**src/rtl/ima_enc_pkg.sv**
```systemverilog
// Package for the IMA ADPCM encoder: state types, the step size table and
// the index adjustment table. Depends on nothing; the core and the top level import it.
`timescale 1ns / 1ps
`default_nettype none

package ima_enc_pkg;

    // Widths of the sample, code and predictor state.
    localparam int SAMPLE_W = 16;
    localparam int CODE_W   = 4;
    localparam int STEP_W   = 15;
    localparam int INDEX_W  = 7;

    // Highest legal step index.
    localparam logic [INDEX_W-1:0] IDX_MAX = 7'd88;

    // Standard 89-entry step size table.
    localparam logic [STEP_W-1:0] QUANT_STEPS [0:88] = '{
        15'd7,     15'd8,     15'd9,     15'd10,    15'd11,
        15'd12,    15'd13,    15'd14,    15'd16,    15'd17,
        15'd19,    15'd21,    15'd23,    15'd25,    15'd28,
        15'd31,    15'd34,    15'd37,    15'd41,    15'd45,
        15'd50,    15'd55,    15'd60,    15'd66,    15'd73,
        15'd80,    15'd88,    15'd97,    15'd107,   15'd118,
        15'd130,   15'd143,   15'd157,   15'd173,   15'd190,
        15'd209,   15'd230,   15'd253,   15'd279,   15'd307,
        15'd337,   15'd371,   15'd408,   15'd449,   15'd494,
        15'd544,   15'd598,   15'd658,   15'd724,   15'd796,
        15'd876,   15'd963,   15'd1060,  15'd1166,  15'd1282,
        15'd1411,  15'd1552,  15'd1707,  15'd1878,  15'd2066,
        15'd2272,  15'd2499,  15'd2749,  15'd3024,  15'd3327,
        15'd3660,  15'd4026,  15'd4428,  15'd4871,  15'd5358,
        15'd5894,  15'd6484,  15'd7132,  15'd7845,  15'd8630,
        15'd9493,  15'd10442, 15'd11487, 15'd12635, 15'd13899,
        15'd15289, 15'd16818, 15'd18500, 15'd20350, 15'd22385,
        15'd24623, 15'd27086, 15'd29794, 15'd32767
    };

    // Index adjustment by code magnitude.
    localparam logic signed [4:0] IDX_ADJUST [0:7] = '{
        -5'sd1, -5'sd1, -5'sd1, -5'sd1, 5'sd2, 5'sd4, 5'sd6, 5'sd8
    };

    // Predictor state as seen by the top level.
    typedef struct packed {
        logic signed [SAMPLE_W-1:0] predicted_value;
        logic [INDEX_W-1:0]         step_position;
    } ima_enc_state_t;

endpackage

`default_nettype wire

```
**src/rtl/ima_enc_if.sv**
```systemverilog
// Handshake channel interfaces for the encoder: PCM samples in, code bytes out.
// Depends on nothing.
`timescale 1ns / 1ps
`default_nettype none

interface ima_enc_in_if;
    logic               valid;
    logic               ready;
    logic signed [15:0] sample;
    logic               block_last;

    modport source (output valid, output sample, output block_last, input ready);
    modport sink   (input valid, input sample, input block_last, output ready);
endinterface

interface ima_enc_out_if;
    logic       valid;
    logic       ready;
    logic [7:0] code_byte;
    logic       block_end;

    modport source (output valid, output code_byte, output block_end, input ready);
    modport sink   (input valid, input code_byte, input block_end, output ready);
endinterface

`default_nettype wire

```
**src/rtl/ima_enc_core.sv**
```systemverilog
// Predictor and step index registers with the one-sample IMA ADPCM quantiser.
// Depends on ima_enc_pkg.
`timescale 1ns / 1ps
`default_nettype none

module ima_enc_core (
    input  wire logic                                clk,
    input  wire logic                                rst_n,
    input  wire logic                                advance,
    input  wire logic signed [ima_enc_pkg::SAMPLE_W-1:0] sample,
    output logic [ima_enc_pkg::CODE_W-1:0]           code,
    output ima_enc_pkg::ima_enc_state_t              status
);
    import ima_enc_pkg::*;

    logic signed [SAMPLE_W-1:0] pred_reg, pred_next;
    logic [INDEX_W-1:0]         index_reg, index_next;

    logic [INDEX_W-1:0]         pos;
    logic [STEP_W-1:0]          step;
    logic signed [SAMPLE_W:0]   diff;
    logic                       neg;
    logic [SAMPLE_W:0]          mag0, mag1, mag2;
    logic [SAMPLE_W:0]          step_x, half_x, qtr_x;
    logic                       bit2, bit1, bit0;
    logic [SAMPLE_W:0]          delta;
    logic signed [SAMPLE_W+1:0] np;
    logic signed [7:0]          ni;

    // Quantise the difference against the current step, one bit at a time.
    always_comb
    begin
        pos    = (index_reg > IDX_MAX) ? IDX_MAX : index_reg;
        step   = QUANT_STEPS[pos];
        step_x = {2'b00, step};
        half_x = {3'b000, step[STEP_W-1:1]};
        qtr_x  = {4'b0000, step[STEP_W-1:2]};

        diff = {sample[SAMPLE_W-1], sample} - {pred_reg[SAMPLE_W-1], pred_reg};
        neg  = diff[SAMPLE_W];
        mag0 = neg ? (-diff) : diff;

        bit2 = (mag0 >= step_x);
        mag1 = bit2 ? (mag0 - step_x) : mag0;
        bit1 = (mag1 >= half_x);
        mag2 = bit1 ? (mag1 - half_x) : mag1;
        bit0 = (mag2 >= qtr_x);

        delta = {5'b00000, step[STEP_W-1:3]}
              + (bit2 ? step_x : '0)
              + (bit1 ? half_x : '0)
              + (bit0 ? qtr_x : '0);

        code = {neg, bit2, bit1, bit0};
    end

    // New predictor, saturated to the signed 16-bit range.
    always_comb
    begin
        if (neg)
            np = {{2{pred_reg[SAMPLE_W-1]}}, pred_reg} - $signed({1'b0, delta});
        else
            np = {{2{pred_reg[SAMPLE_W-1]}}, pred_reg} + $signed({1'b0, delta});
        if (np > 18'sd32767)
            pred_next = 16'sh7FFF;
        else if (np < -18'sd32768)
            pred_next = 16'sh8000;
        else
            pred_next = np[SAMPLE_W-1:0];
    end

    // New step index, clamped to the table.
    always_comb
    begin
        ni = $signed({1'b0, pos}) + 8'(IDX_ADJUST[code[2:0]]);
        if (ni < 8'sd0)
            index_next = '0;
        else if (ni > $signed({1'b0, IDX_MAX}))
            index_next = IDX_MAX;
        else
            index_next = ni[INDEX_W-1:0];
    end

    // State advances once per encoded sample.
    always_ff @(posedge clk or negedge rst_n)
    begin
        if (!rst_n)
        begin
            pred_reg  <= '0;
            index_reg <= '0;
        end
        else if (advance)
        begin
            pred_reg  <= pred_next;
            index_reg <= index_next;
        end
    end

    assign status.predicted_value = pred_reg;
    assign status.step_position   = index_reg;

endmodule

`default_nettype wire

```
**src/rtl/ima_adpcm_encoder.sv**
```systemverilog
// Top level of the IMA ADPCM encoder: input register, nibble packer, result register.
// Depends on ima_enc_pkg, ima_enc_if and ima_enc_core.
//
//  Channel   Dir   Payload                    Beat
//  samples   in    sample[15:0], block_last   one PCM sample
//  codes     out   code_byte[7:0], block_end  two packed 4-bit codes, or one at block end
//
// A sample is registered on acceptance and encoded once the result register can take a
// byte, one sample per cycle sustained while codes is ready; the predictor and index
// loop is combinational. A completed byte is then registered in the result register.
// The result register holds one byte; while a byte waits, an empty input register
// can still take one sample, and both stall when both are full and codes is not ready.
// Reset clears predictor, index, packing state and both valid flags.
`timescale 1ns / 1ps
`default_nettype none

module ima_adpcm_encoder (
    input  wire logic     clk,
    input  wire logic     rst_n,
    ima_enc_in_if.sink    samples,
    ima_enc_out_if.source codes
);
    import ima_enc_pkg::*;

    logic                       in_valid_reg;
    logic signed [SAMPLE_W-1:0] in_sample_reg;
    logic                       in_last_reg;

    logic                       out_valid_reg;
    logic [7:0]                 out_byte_reg, out_byte_next;
    logic                       out_end_reg, out_end_next;

    logic                       half_full_reg, half_full_next;
    logic [CODE_W-1:0]          held_reg, held_next;

    logic                       fire;
    logic                       emit;
    logic [CODE_W-1:0]          code;
    ima_enc_state_t             status;

    // The registered sample is encoded when the result register can take a byte.
    assign fire          = in_valid_reg && (!out_valid_reg || codes.ready);
    assign samples.ready = !in_valid_reg || fire;

    ima_enc_core u_core (
        .clk     (clk),
        .rst_n   (rst_n),
        .advance (fire),
        .sample  (in_sample_reg),
        .code    (code),
        .status  (status)
    );

    // Input register.
    always_ff @(posedge clk or negedge rst_n)
    begin
        if (!rst_n)
            in_valid_reg <= 1'b0;
        else if (samples.ready)
            in_valid_reg <= samples.valid;
    end

    always_ff @(posedge clk)
    begin
        if (samples.valid && samples.ready)
        begin
            in_sample_reg <= samples.sample;
            in_last_reg   <= samples.block_last;
        end
    end

    // Nibble packing: hold the first code, emit on the second or at block end.
    always_comb
    begin
        half_full_next = half_full_reg;
        held_next      = held_reg;
        emit           = 1'b0;
        out_byte_next  = {held_reg, code};
        out_end_next   = in_last_reg;
        if (half_full_reg)
        begin
            emit           = 1'b1;
            out_byte_next  = {code, held_reg};
            out_end_next   = in_last_reg;
            half_full_next = 1'b0;
            held_next      = '0;
        end
        else if (in_last_reg)
        begin
            emit          = 1'b1;
            out_byte_next = {4'b0000, code};
            out_end_next  = 1'b1;
        end
        else
        begin
            half_full_next = 1'b1;
            held_next      = code;
        end
    end

    always_ff @(posedge clk or negedge rst_n)
    begin
        if (!rst_n)
        begin
            half_full_reg <= 1'b0;
            held_reg      <= '0;
        end
        else if (fire)
        begin
            half_full_reg <= half_full_next;
            held_reg      <= held_next;
        end
    end

    // Result register.
    always_ff @(posedge clk or negedge rst_n)
    begin
        if (!rst_n)
            out_valid_reg <= 1'b0;
        else if (fire)
            out_valid_reg <= emit;
        else if (codes.ready)
            out_valid_reg <= 1'b0;
    end

    always_ff @(posedge clk)
    begin
        if (fire && emit)
        begin
            out_byte_reg <= out_byte_next;
            out_end_reg  <= out_end_next;
        end
    end

    assign codes.valid     = out_valid_reg;
    assign codes.code_byte = out_byte_reg;
    assign codes.block_end = out_end_reg;

    // Checks on the encoder's own state.
    a_index_range: assert property (@(posedge clk) disable iff (!rst_n)
        status.step_position <= IDX_MAX)
        else $error("step index left the table");

    a_hold_first: assert property (@(posedge clk) disable iff (!rst_n)
        fire && !half_full_reg && !in_last_reg |=> half_full_reg && !out_valid_reg)
        else $error("first code of a pair was not held");

    a_pair_done: assert property (@(posedge clk) disable iff (!rst_n)
        fire && half_full_reg |=> !half_full_reg && out_valid_reg)
        else $error("second code of a pair did not produce a byte");

    a_stall: assert property (@(posedge clk) disable iff (!rst_n)
        in_valid_reg && out_valid_reg && !codes.ready |-> !samples.ready)
        else $error("sample taken while both registers are blocked");

endmodule

`default_nettype wire
```
**src/flat_wrapper.sv**
```systemverilog
// flat-port wrapper written by rule: the top's interface ports become plain ports
module ima_adpcm_encoder_flat import ima_enc_pkg::*;
  (clk, rst_n, samples_valid, samples_sample, samples_block_last, samples_ready, codes_valid, codes_code_byte, codes_block_end, codes_ready);
  ima_enc_in_if samples_i ();
  ima_enc_out_if codes_i ();
  input  wire logic clk;
  input  wire logic rst_n;
  input wire logic [$bits(samples_i.valid)-1:0] samples_valid;
  input wire logic [$bits(samples_i.sample)-1:0] samples_sample;
  input wire logic [$bits(samples_i.block_last)-1:0] samples_block_last;
  output wire logic [$bits(samples_i.ready)-1:0] samples_ready;
  output wire logic [$bits(codes_i.valid)-1:0] codes_valid;
  output wire logic [$bits(codes_i.code_byte)-1:0] codes_code_byte;
  output wire logic [$bits(codes_i.block_end)-1:0] codes_block_end;
  input wire logic [$bits(codes_i.ready)-1:0] codes_ready;
  assign samples_i.valid = samples_valid;
  assign samples_i.sample = samples_sample;
  assign samples_i.block_last = samples_block_last;
  assign samples_ready = samples_i.ready;
  assign codes_valid = codes_i.valid;
  assign codes_code_byte = codes_i.code_byte;
  assign codes_block_end = codes_i.block_end;
  assign codes_i.ready = codes_ready;
  ima_adpcm_encoder u_core (.clk(clk), .rst_n(rst_n), .samples(samples_i), .codes(codes_i));
endmodule
```
**config.mk**
```make
export PLATFORM = sky130hd
export DESIGN_NAME = ima_adpcm_encoder_flat
export DESIGN_NICKNAME = d
export VERILOG_FILES = /design/src/rtl/ima_enc_pkg.sv /design/src/rtl/ima_enc_if.sv /design/src/rtl/ima_enc_core.sv /design/src/rtl/ima_adpcm_encoder.sv /design/src/flat_wrapper.sv
export SDC_FILE = /design/constraint.sdc
export NUM_CORES = 1
export LEC_CHECK = 0
export CAP_MARGIN = 20
export CORE_MARGIN = 10
export CORE_UTILIZATION = 30
export DETAILED_ROUTE_END_ITERATION = 8
export DONT_BUFFER_PORTS = 1
export SETUP_SLACK_MARGIN = 0.15
export SYNTH_ARGS = -nofsm -noshare
export SYNTH_HDL_FRONTEND = slang
export SYNTH_SLANG_ARGS = --single-unit
```
**constraint.sdc**
```tcl
create_clock -name clk -period 20 [get_ports clk]
set_input_delay 3 -clock clk [delete_from_list [all_inputs] [get_ports clk]]
set_output_delay 3 -clock clk [all_outputs]
set_load 0.02 [all_outputs]
```
==> metrics.cfg, run 1 <==
[drt]
postRouteAntennaNets = 0
wl_met1_mm = 13.5
vias = 9774
drt_iter0_drc = 863
wl_met3_mm = 2.04
met2_length_mm = 13.6
vias_per_cell = 5.58
drc = 0
drt_pass1_iterations = 6
dr.max_layer_used = met4
wl_per_cell_microns = 17.1
drt_wl_total_mm = 29.9

[flow_run]
max-cap-violations = 0

[synth]
synth-edff-count = 26
netlist_instances = 1344
syn_area_per_cell_sq_um = 7.45
yosysSeqAreaShare_pct = 15.3
yosysUniqueCellTypes = 83
yosys_warnings = 0
async_reset_ff_share_pct = 53.6
ys_seq_elements = 56
netlist_area_sq_um = 10000
ys.flop_type = dfrtp_1
synth_fp_nets = 1506

[timing]
post-route-period-util_pct = 92.2
fin_tns_setup_ps = 0
setup_viol = 0
maxSlewViolCount = 0
rsz0062_at_grt = no
slew_headroom_pct = 34.6
min_period_ps = 18440
worst_slew_pin_slew_ps = 978
hold_violations = 0
fmax_mhz = 54.2
setup_ws_ps = 1560
finClkSkew_ps = 10.4

[cts]
clkSinkCount = 56
cts_tree = done
cts-root-buf = clkbuf_16
cts.htree.levels = 2
post_cts_buffers = 0
ctsLongestPathBuffers = 2
worstSkewPairLatency_ps = 310
cts_resized = 0
cts_made_buffers = 5
path_clk_slew_ps = 70
cts-hold-fix-buffers = 0

[setup_path]
critPathArrivalTime_ps = 18620
crit_family = compound AO/OA/AOI/OAI gates
critPathCaptureType = flip-flop
cp_slowest_cell = dfrtp_1
rrSetupSlack_ps = 1560
crit_path_start_kind = flip-flop
critPathMostFrequentCell = a21oi_1
max_stage_delay_ps = 570
r2r_start = u_core.u_core.index_reg[0]
cp_max_fo = 23
critPathKind = reg -> reg
reg2regPathDepth = 72
crit_required_ps = 20180
rr_endpoint = u_core.u_core.pred_reg[6]
crit_buf_inv = 5

[worst_hold_path]
hp-start = u_core.held_reg[2]
holdPathStages = 2
min_path_type = reg -> reg
hold_end = u_core.held_reg[2]

[grt]
antenna_found_initial = 0
overflow = 0
grt_pass1_vias = 9339
grt_max_degree = 42
grt_first_pass_wirelength_mm = 48.7
grt_usage_pct = 14.2

[place]
place_ws_ps = 1130
gp_congestion = 0.971
hpwlAfterDp_mm = 23.6
port_buffers = 0

[die]
dieHeight_microns = 203
core.rowCount = 66
core_sq_um = 32700
start_util_pct = 30.6
die_area_sq_um = 41100
die_w_microns = 203
io_pins = 32

[cells_and_area]
layout_commonest_cell = nand2_1
final_cell_mix = nand2_1 (137), nor2_1 (126), o21ai_0 (111)
layout-drive-gt1-share_pct = 5.49
n_antenna_cell = 0
final_nets = 1472
area_delta_synth_final_pct = 6.89
fillers = 3543

[run_status]
status = complete, no violations

==> layer usage <==
layer  global-route usage [%]  vias up
li1                         -     4800
met5                        0        -
met3                     1.67       51
met1                     19.1     4539
met2                     23.1      384
met4                     4.66        0
==> area by class of cell <==
| type | count | area (sq um) | share of cell area, % |
|---|---|---|---|
| clock buffer | 7 | 143 | 1.33 |
| timing repair buffer | 26 | 195 | 1.82 |
| sequential | 56 | 1530 | 14.3 |
| inverter | 108 | 409 | 3.82 |
| clock inverter | 1 | 8.76 | 0.0818 |
| tap | 442 | 553 | 5.17 |
| multi-input combinational | 1113 | 7860 | 73.5 |
==> worst min-delay path: cells and delay by family, from the launching register on <==
kind	cells	cell delay, ps
AOI/OAI and AO/OA	1	60
and+or+nand+nor	1	60
DFF	1	380
==> cells by family after synthesis <==
group / share of synthesized area (%)
flip-flops: 15.3
AO/OA/AOI/OAI: 30.4
adder cells (fa/ha/maj): 19.9
XOR/XNOR: 8.03
AND/OR/NAND/NOR: 18.7
multiplexers: 0.862
buffers and inverters: 6.80
==> stage by stage <==
stage,hold WS (ps),cells,utilization (%),instance area [sq um]
floorplan,490,1344,-,10000
global placement,511,1745,32.1,10500
detailed placement,517,1745,32.1,10500
CTS,532,1753,32.6,10700
global route,579,1753,32.7,10700
finish,533,1753,32.7,10700
==> cells in the mapped netlist, types with 7 or more instances <==
master	number	area, sq um
nand3_1	21	105
o22ai_1	10	62.6
fa_1	30	601
dfrtp_1	30	751
inv_1	107	402
nand4_1	14	87.6
xnor2_1	55	482
ha_1	111	1390
nor3_1	28	140
nor2b_1	12	75.1
a21oi_1	109	546
nand2b_1	22	138
nand2_1	137	514
a22oi_1	19	143
o221ai_1	8	70.1
a211oi_1	17	128
a31oi_1	22	138
nor2_1	127	477
clkbuf_1	51	191
o211ai_1	16	120
buf_1	8	30.0
edfxtp_1	26	781
xor2_1	35	307
and2_1	7	43.8
o31ai_1	12	90.1
or3_1	12	75.1
o21bai_1	12	90.1
o21ai_0	112	561
o21a_1	16	120
a21o_1	31	233
==> how the worst max path moves through the flow <==
stage                                           from                    endpoint  slack (ps)  depth (start not counted)
after global routing      u_core.u_core.index_reg[0]   u_core.u_core.pred_reg[6]         170                         75
after global placement    u_core.u_core.index_reg[0]   u_core.u_core.pred_reg[6]        1730                         74
after CTS                 u_core.u_core.index_reg[0]   u_core.u_core.pred_reg[6]        1030                         75
after floorplan           u_core.u_core.index_reg[0]  u_core.u_core.pred_reg[10]        3660                         75
after detailed placement  u_core.u_core.index_reg[0]   u_core.u_core.pred_reg[6]        1130                         75
final                     u_core.u_core.index_reg[0]   u_core.u_core.pred_reg[6]        1560                         72
Power of run 1 is left out: the tool's default activity adds up to more than one toggle a clock period on the data nets, which glitch-free logic cannot reach.
==> run 2, diff against run 1 <==
CTS_BUF_LIST = sky130_fd_sc_hd__clkbuf_8   (was unset)
==> metrics.cfg, run 2 (synthesis results as in run 1) <==
[die]
dieHeight_microns = 203
io_pins = 32
die_area_sq_um = 41100
core.rowCount = 66
core_sq_um = 32700
start_util_pct = 30.6
die_w_microns = 203

[place]
port_buffers = 0
gp_congestion = 0.971
place_ws_ps = 1130
hpwlAfterDp_mm = 23.6
placed_area_sq_um = 10500

[grt]
grt_usage_pct = 14.2
antenna_found_initial = 0
grt_max_degree = 42
overflow = 0
grt_first_pass_wirelength_mm = 48.6
grt_pass1_vias = 9320

[timing]
min_period_ps = 18370
finClkSkew_ps = 16.8
setup_ws_ps = 1630
worst_slew_pin_slew_ps = 982
setup_viol = 0
post-route-period-util_pct = 91.9
rsz0062_at_grt = no
hold_violations = 0
fmax_mhz = 54.4
fin_tns_setup_ps = 0
maxSlewViolCount = 0
slew_headroom_pct = 34.3

[setup_path]
crit_required_ps = 20220
cp_max_fo = 23
critPathKind = reg -> reg
critPathArrivalTime_ps = 18590
critPathMostFrequentCell = a21oi_1
critPathCaptureType = flip-flop
cp_slowest_cell = dfrtp_1
max_stage_delay_ps = 580
crit_path_start_kind = flip-flop

[cells_and_area]
seq_area_sq_um = 1530
layout_commonest_cell = nand2_1
final_nets = 1472
n_antenna_cell = 0
layout-drive-gt1-share_pct = 5.49
final_cell_mix = nand2_1 (137), nor2_1 (126), o21ai_0 (111)
stdcell_area_sq_um = 10600
multi_input_area_sq_um = 7860
fillers = 3548
area_delta_synth_final_pct = 6.32

[drt]
vias = 9721
vias_per_cell = 5.55
drt_wl_total_mm = 29.8
postRouteAntennaNets = 0
drt_iter0_drc = 904
drt_pass1_iterations = 6
wl_per_cell_microns = 17.0
drc = 0

[cts]
cts_tree = done
worstSkewPairLatency_ps = 340
clkSinkCount = 56
cts-hold-fix-buffers = 0
cts.htree.levels = 2
path_clk_slew_ps = 100
cts-root-buf = clkbuf_8
ctsLongestPathBuffers = 2
cts_made_buffers = 5

[run_status]
status = complete, no violations

[worst_hold_path]
min_path_type = reg -> reg

[flow_run]
max-cap-violations = 0

run 2: cell count changes in the layout (fill, tap and decap cells not counted), sizes merged:
cell,previous run,this run
clkbuf,7,6
inv,107,108
run 2: final timing paths:
check                      slack [ps]                       start  cells after the start                    endpoint
min                               540          u_core.held_reg[0]                      2          u_core.held_reg[0]
max                              1630  u_core.u_core.index_reg[0]                     74  u_core.u_core.pred_reg[13]
min reg2reg                       540          u_core.held_reg[0]                      2          u_core.held_reg[0]
min in group asynchronous        2340                       rst_n                      0   u_core.u_core.pred_reg[1]
max reg2reg                      1630  u_core.u_core.index_reg[0]                     74  u_core.u_core.pred_reg[13]
max in group asynchronous       17560                       rst_n                      0  u_core.u_core.index_reg[6]
run 2: per-stage QoR:
step           hold WS (ps)  cells  util, %
5_1_grt                 586   1753     32.6
3_5_place_dp            517   1745     32.1
4_1_cts                 538   1753     32.4
3_3_place_gp            511   1745     32.1
2_1_floorplan           490   1344        -
6_report                543   1753     32.6
run 2: critical path, delay by kind of cell (launching register included):
kind                     cells  cell delay (ps)
buffers and inverters        6             1360
flip-flops                   1              580
AND/OR/NAND/NOR             17             3840
multiplexers                 1              370
AO/OA/AOI/OAI               39             8390
XOR/XNOR                     2              310
adder cells (fa/ha/maj)      9             3360
run 2: final cells by class:
| cell class | count | area share [%] |
|---|---|---|
| well taps | 442 | 5.19 |
| inverters | 108 | 3.84 |
| clock inverters | 2 | 0.118 |
| clock buffers | 6 | 0.776 |
| multi-input cells | 1113 | 73.9 |
| flip-flops and latches | 56 | 14.4 |
| repair buffers | 26 | 1.83 |
run 2: timing repair:
item | 4_1_cts | 5_1_grt
setup buffers | 0 | 0
endpoints found under the setup margin | 0 | 16
resized for setup | 0 | 10
run 2: routing by layer:
layer  routed length [microns]  track usage (%)
met1                     13500             19.1
met2                     13600             23.0
met3                      1970             1.67
met4                       767             4.66
met5                         0                0
Power of run 2 is left out for the same reason.
==> run 3, diff against run 2 <==
CORE_UTILIZATION = 40   (was 30)
==> metrics.cfg, run 3 (synthesis results as in run 1) <==
[setup_path]
crit_required_ps = 20200
crit_path_start_kind = flip-flop
cp_slowest_cell = dfrtp_1
critPathArrivalTime_ps = 18330
critPathCaptureType = flip-flop
critPathKind = reg -> reg
cp_max_fo = 16
max_stage_delay_ps = 580
reg2regPathDepth = 75

[grt]
grt_pass1_vias = 9275
use_met1_pct = 25.1
grt_use_met3_pct = 1.95
gr-usage-met2_pct = 30.4
grt_first_pass_wirelength_mm = 48.4
busiest_layer = met2
antenna_found_initial = 0
overflow = 0
grt_max_degree = 43
grt_usage_pct = 18.6

[cells_and_area]
final_cell_mix = nand2_1 (137), nor2_1 (126), o21ai_0 (112)
layout-drive-gt1-share_pct = 5.61
final_nets = 1479
multi_input_area_sq_um = 7820
fillers = 2492
layout_commonest_cell = nand2_1
seq_area_sq_um = 1530
n_antenna_cell = 0
area_delta_synth_final_pct = 4.94

[die]
io_pins = 32
core.rowCount = 57
start_util_pct = 40.9
die_area_sq_um = 31800
die_w_microns = 178
core_sq_um = 24500
dieHeight_microns = 178

[cts]
cts-hold-fix-buffers = 0
clkSinkCount = 56
ctsLongestPathBuffers = 2
post_cts_buffers = 0
cts.htree.levels = 2
cts_made_buffers = 5
cts-root-buf = clkbuf_8
cts_tree = done
worstSkewPairLatency_ps = 360
path_clk_slew_ps = 110
cts_resized = 0

[timing]
rsz0062_at_grt = no
hold_violations = 0
setup_viol = 0
fmax_mhz = 55.2
post-route-period-util_pct = 90.6
finClkSkew_ps = 31.3
worst_slew_pin_slew_ps = 1140
slew_headroom_pct = 23.4
min_period_ps = 18120
fin_tns_setup_ps = 0
maxSlewViolCount = 0

[drt]
vias_per_cell = 6.04
postRouteAntennaNets = 0
drt_pass1_iterations = 5
drt_iter0_drc = 822
drc = 0
vias = 9921
wl_per_cell_microns = 18.3
drt_wl_total_mm = 30.0

[place]
hpwlAfterDp_mm = 23.6
port_buffers = 0
gp_congestion = 0.968

[run_status]
status = complete, no violations

[worst_hold_path]
holdPathStages = 2
min_path_type = reg -> reg

[flow_run]
max-cap-violations = 0

-- run 3: through the flow --
step           hold WS, ps  instance area [sq um]  setup WS [ps]  util (%)  instances
2_1_floorplan          490                  10000           3660         -       1344
3_3_place_gp           513                  10400           1720      42.5       1633
3_5_place_dp           523                  10400           1410      42.5       1633
4_1_cts                547                  10500           1340      42.9       1641
5_1_grt                592                  10500            277      43.0       1642
6_report               546                  10500           1880      43.0       1642
-- run 3: layout make-up --
cell class	count	share of cell area (%)
Timing Repair Buffer	33	2.33
Sequential cell	56	14.6
Tap cell	324	3.86
Inverter	108	3.86
Clock buffer	5	0.655
Clock inverter	3	0.262
Multi-Input combinational cell	1113	74.5
-- run 3: path summary, 6_finish.rpt --
kind | from | end | slack (ps)
hold / removal | u_core.held_reg[2] | u_core.held_reg[2] | 550
min in group asynchronous | rst_n | u_core.u_core.pred_reg[15] | 2310
setup / recovery | u_core.u_core.index_reg[1] | u_core.u_core.pred_reg[5] | 1880
hold reg to reg | u_core.held_reg[2] | u_core.held_reg[2] | 550
max in group asynchronous | rst_n | u_core.held_reg[0] | 17570
setup reg to reg | u_core.u_core.index_reg[1] | u_core.u_core.pred_reg[5] | 1880
-- run 3: worst max-delay path: cells and delay by family (launching register included) --
| family | cells | cell delay [ps] |
|---|---|---|
| buffers and inverters | 6 | 1440 |
| DFF | 1 | 580 |
| muxes | 1 | 360 |
| xor gates and xnor gates | 2 | 310 |
| adders and majority gates | 9 | 3230 |
| AOI/OAI and AO/OA | 36 | 7990 |
| and+or+nand+nor | 21 | 4100 |
-- run 3: layer usage --
| metal | vias to the layer above | wire [microns] |
|---|---|---|
| met1 | 4698 | 13700 |
| met3 | 59 | 1740 |
| met2 | 358 | 13700 |
| met4 | 0 | 912 |
| met5 | - | 0 |
| li1 | 4806 | - |
Power of run 3 is left out for the same reason.
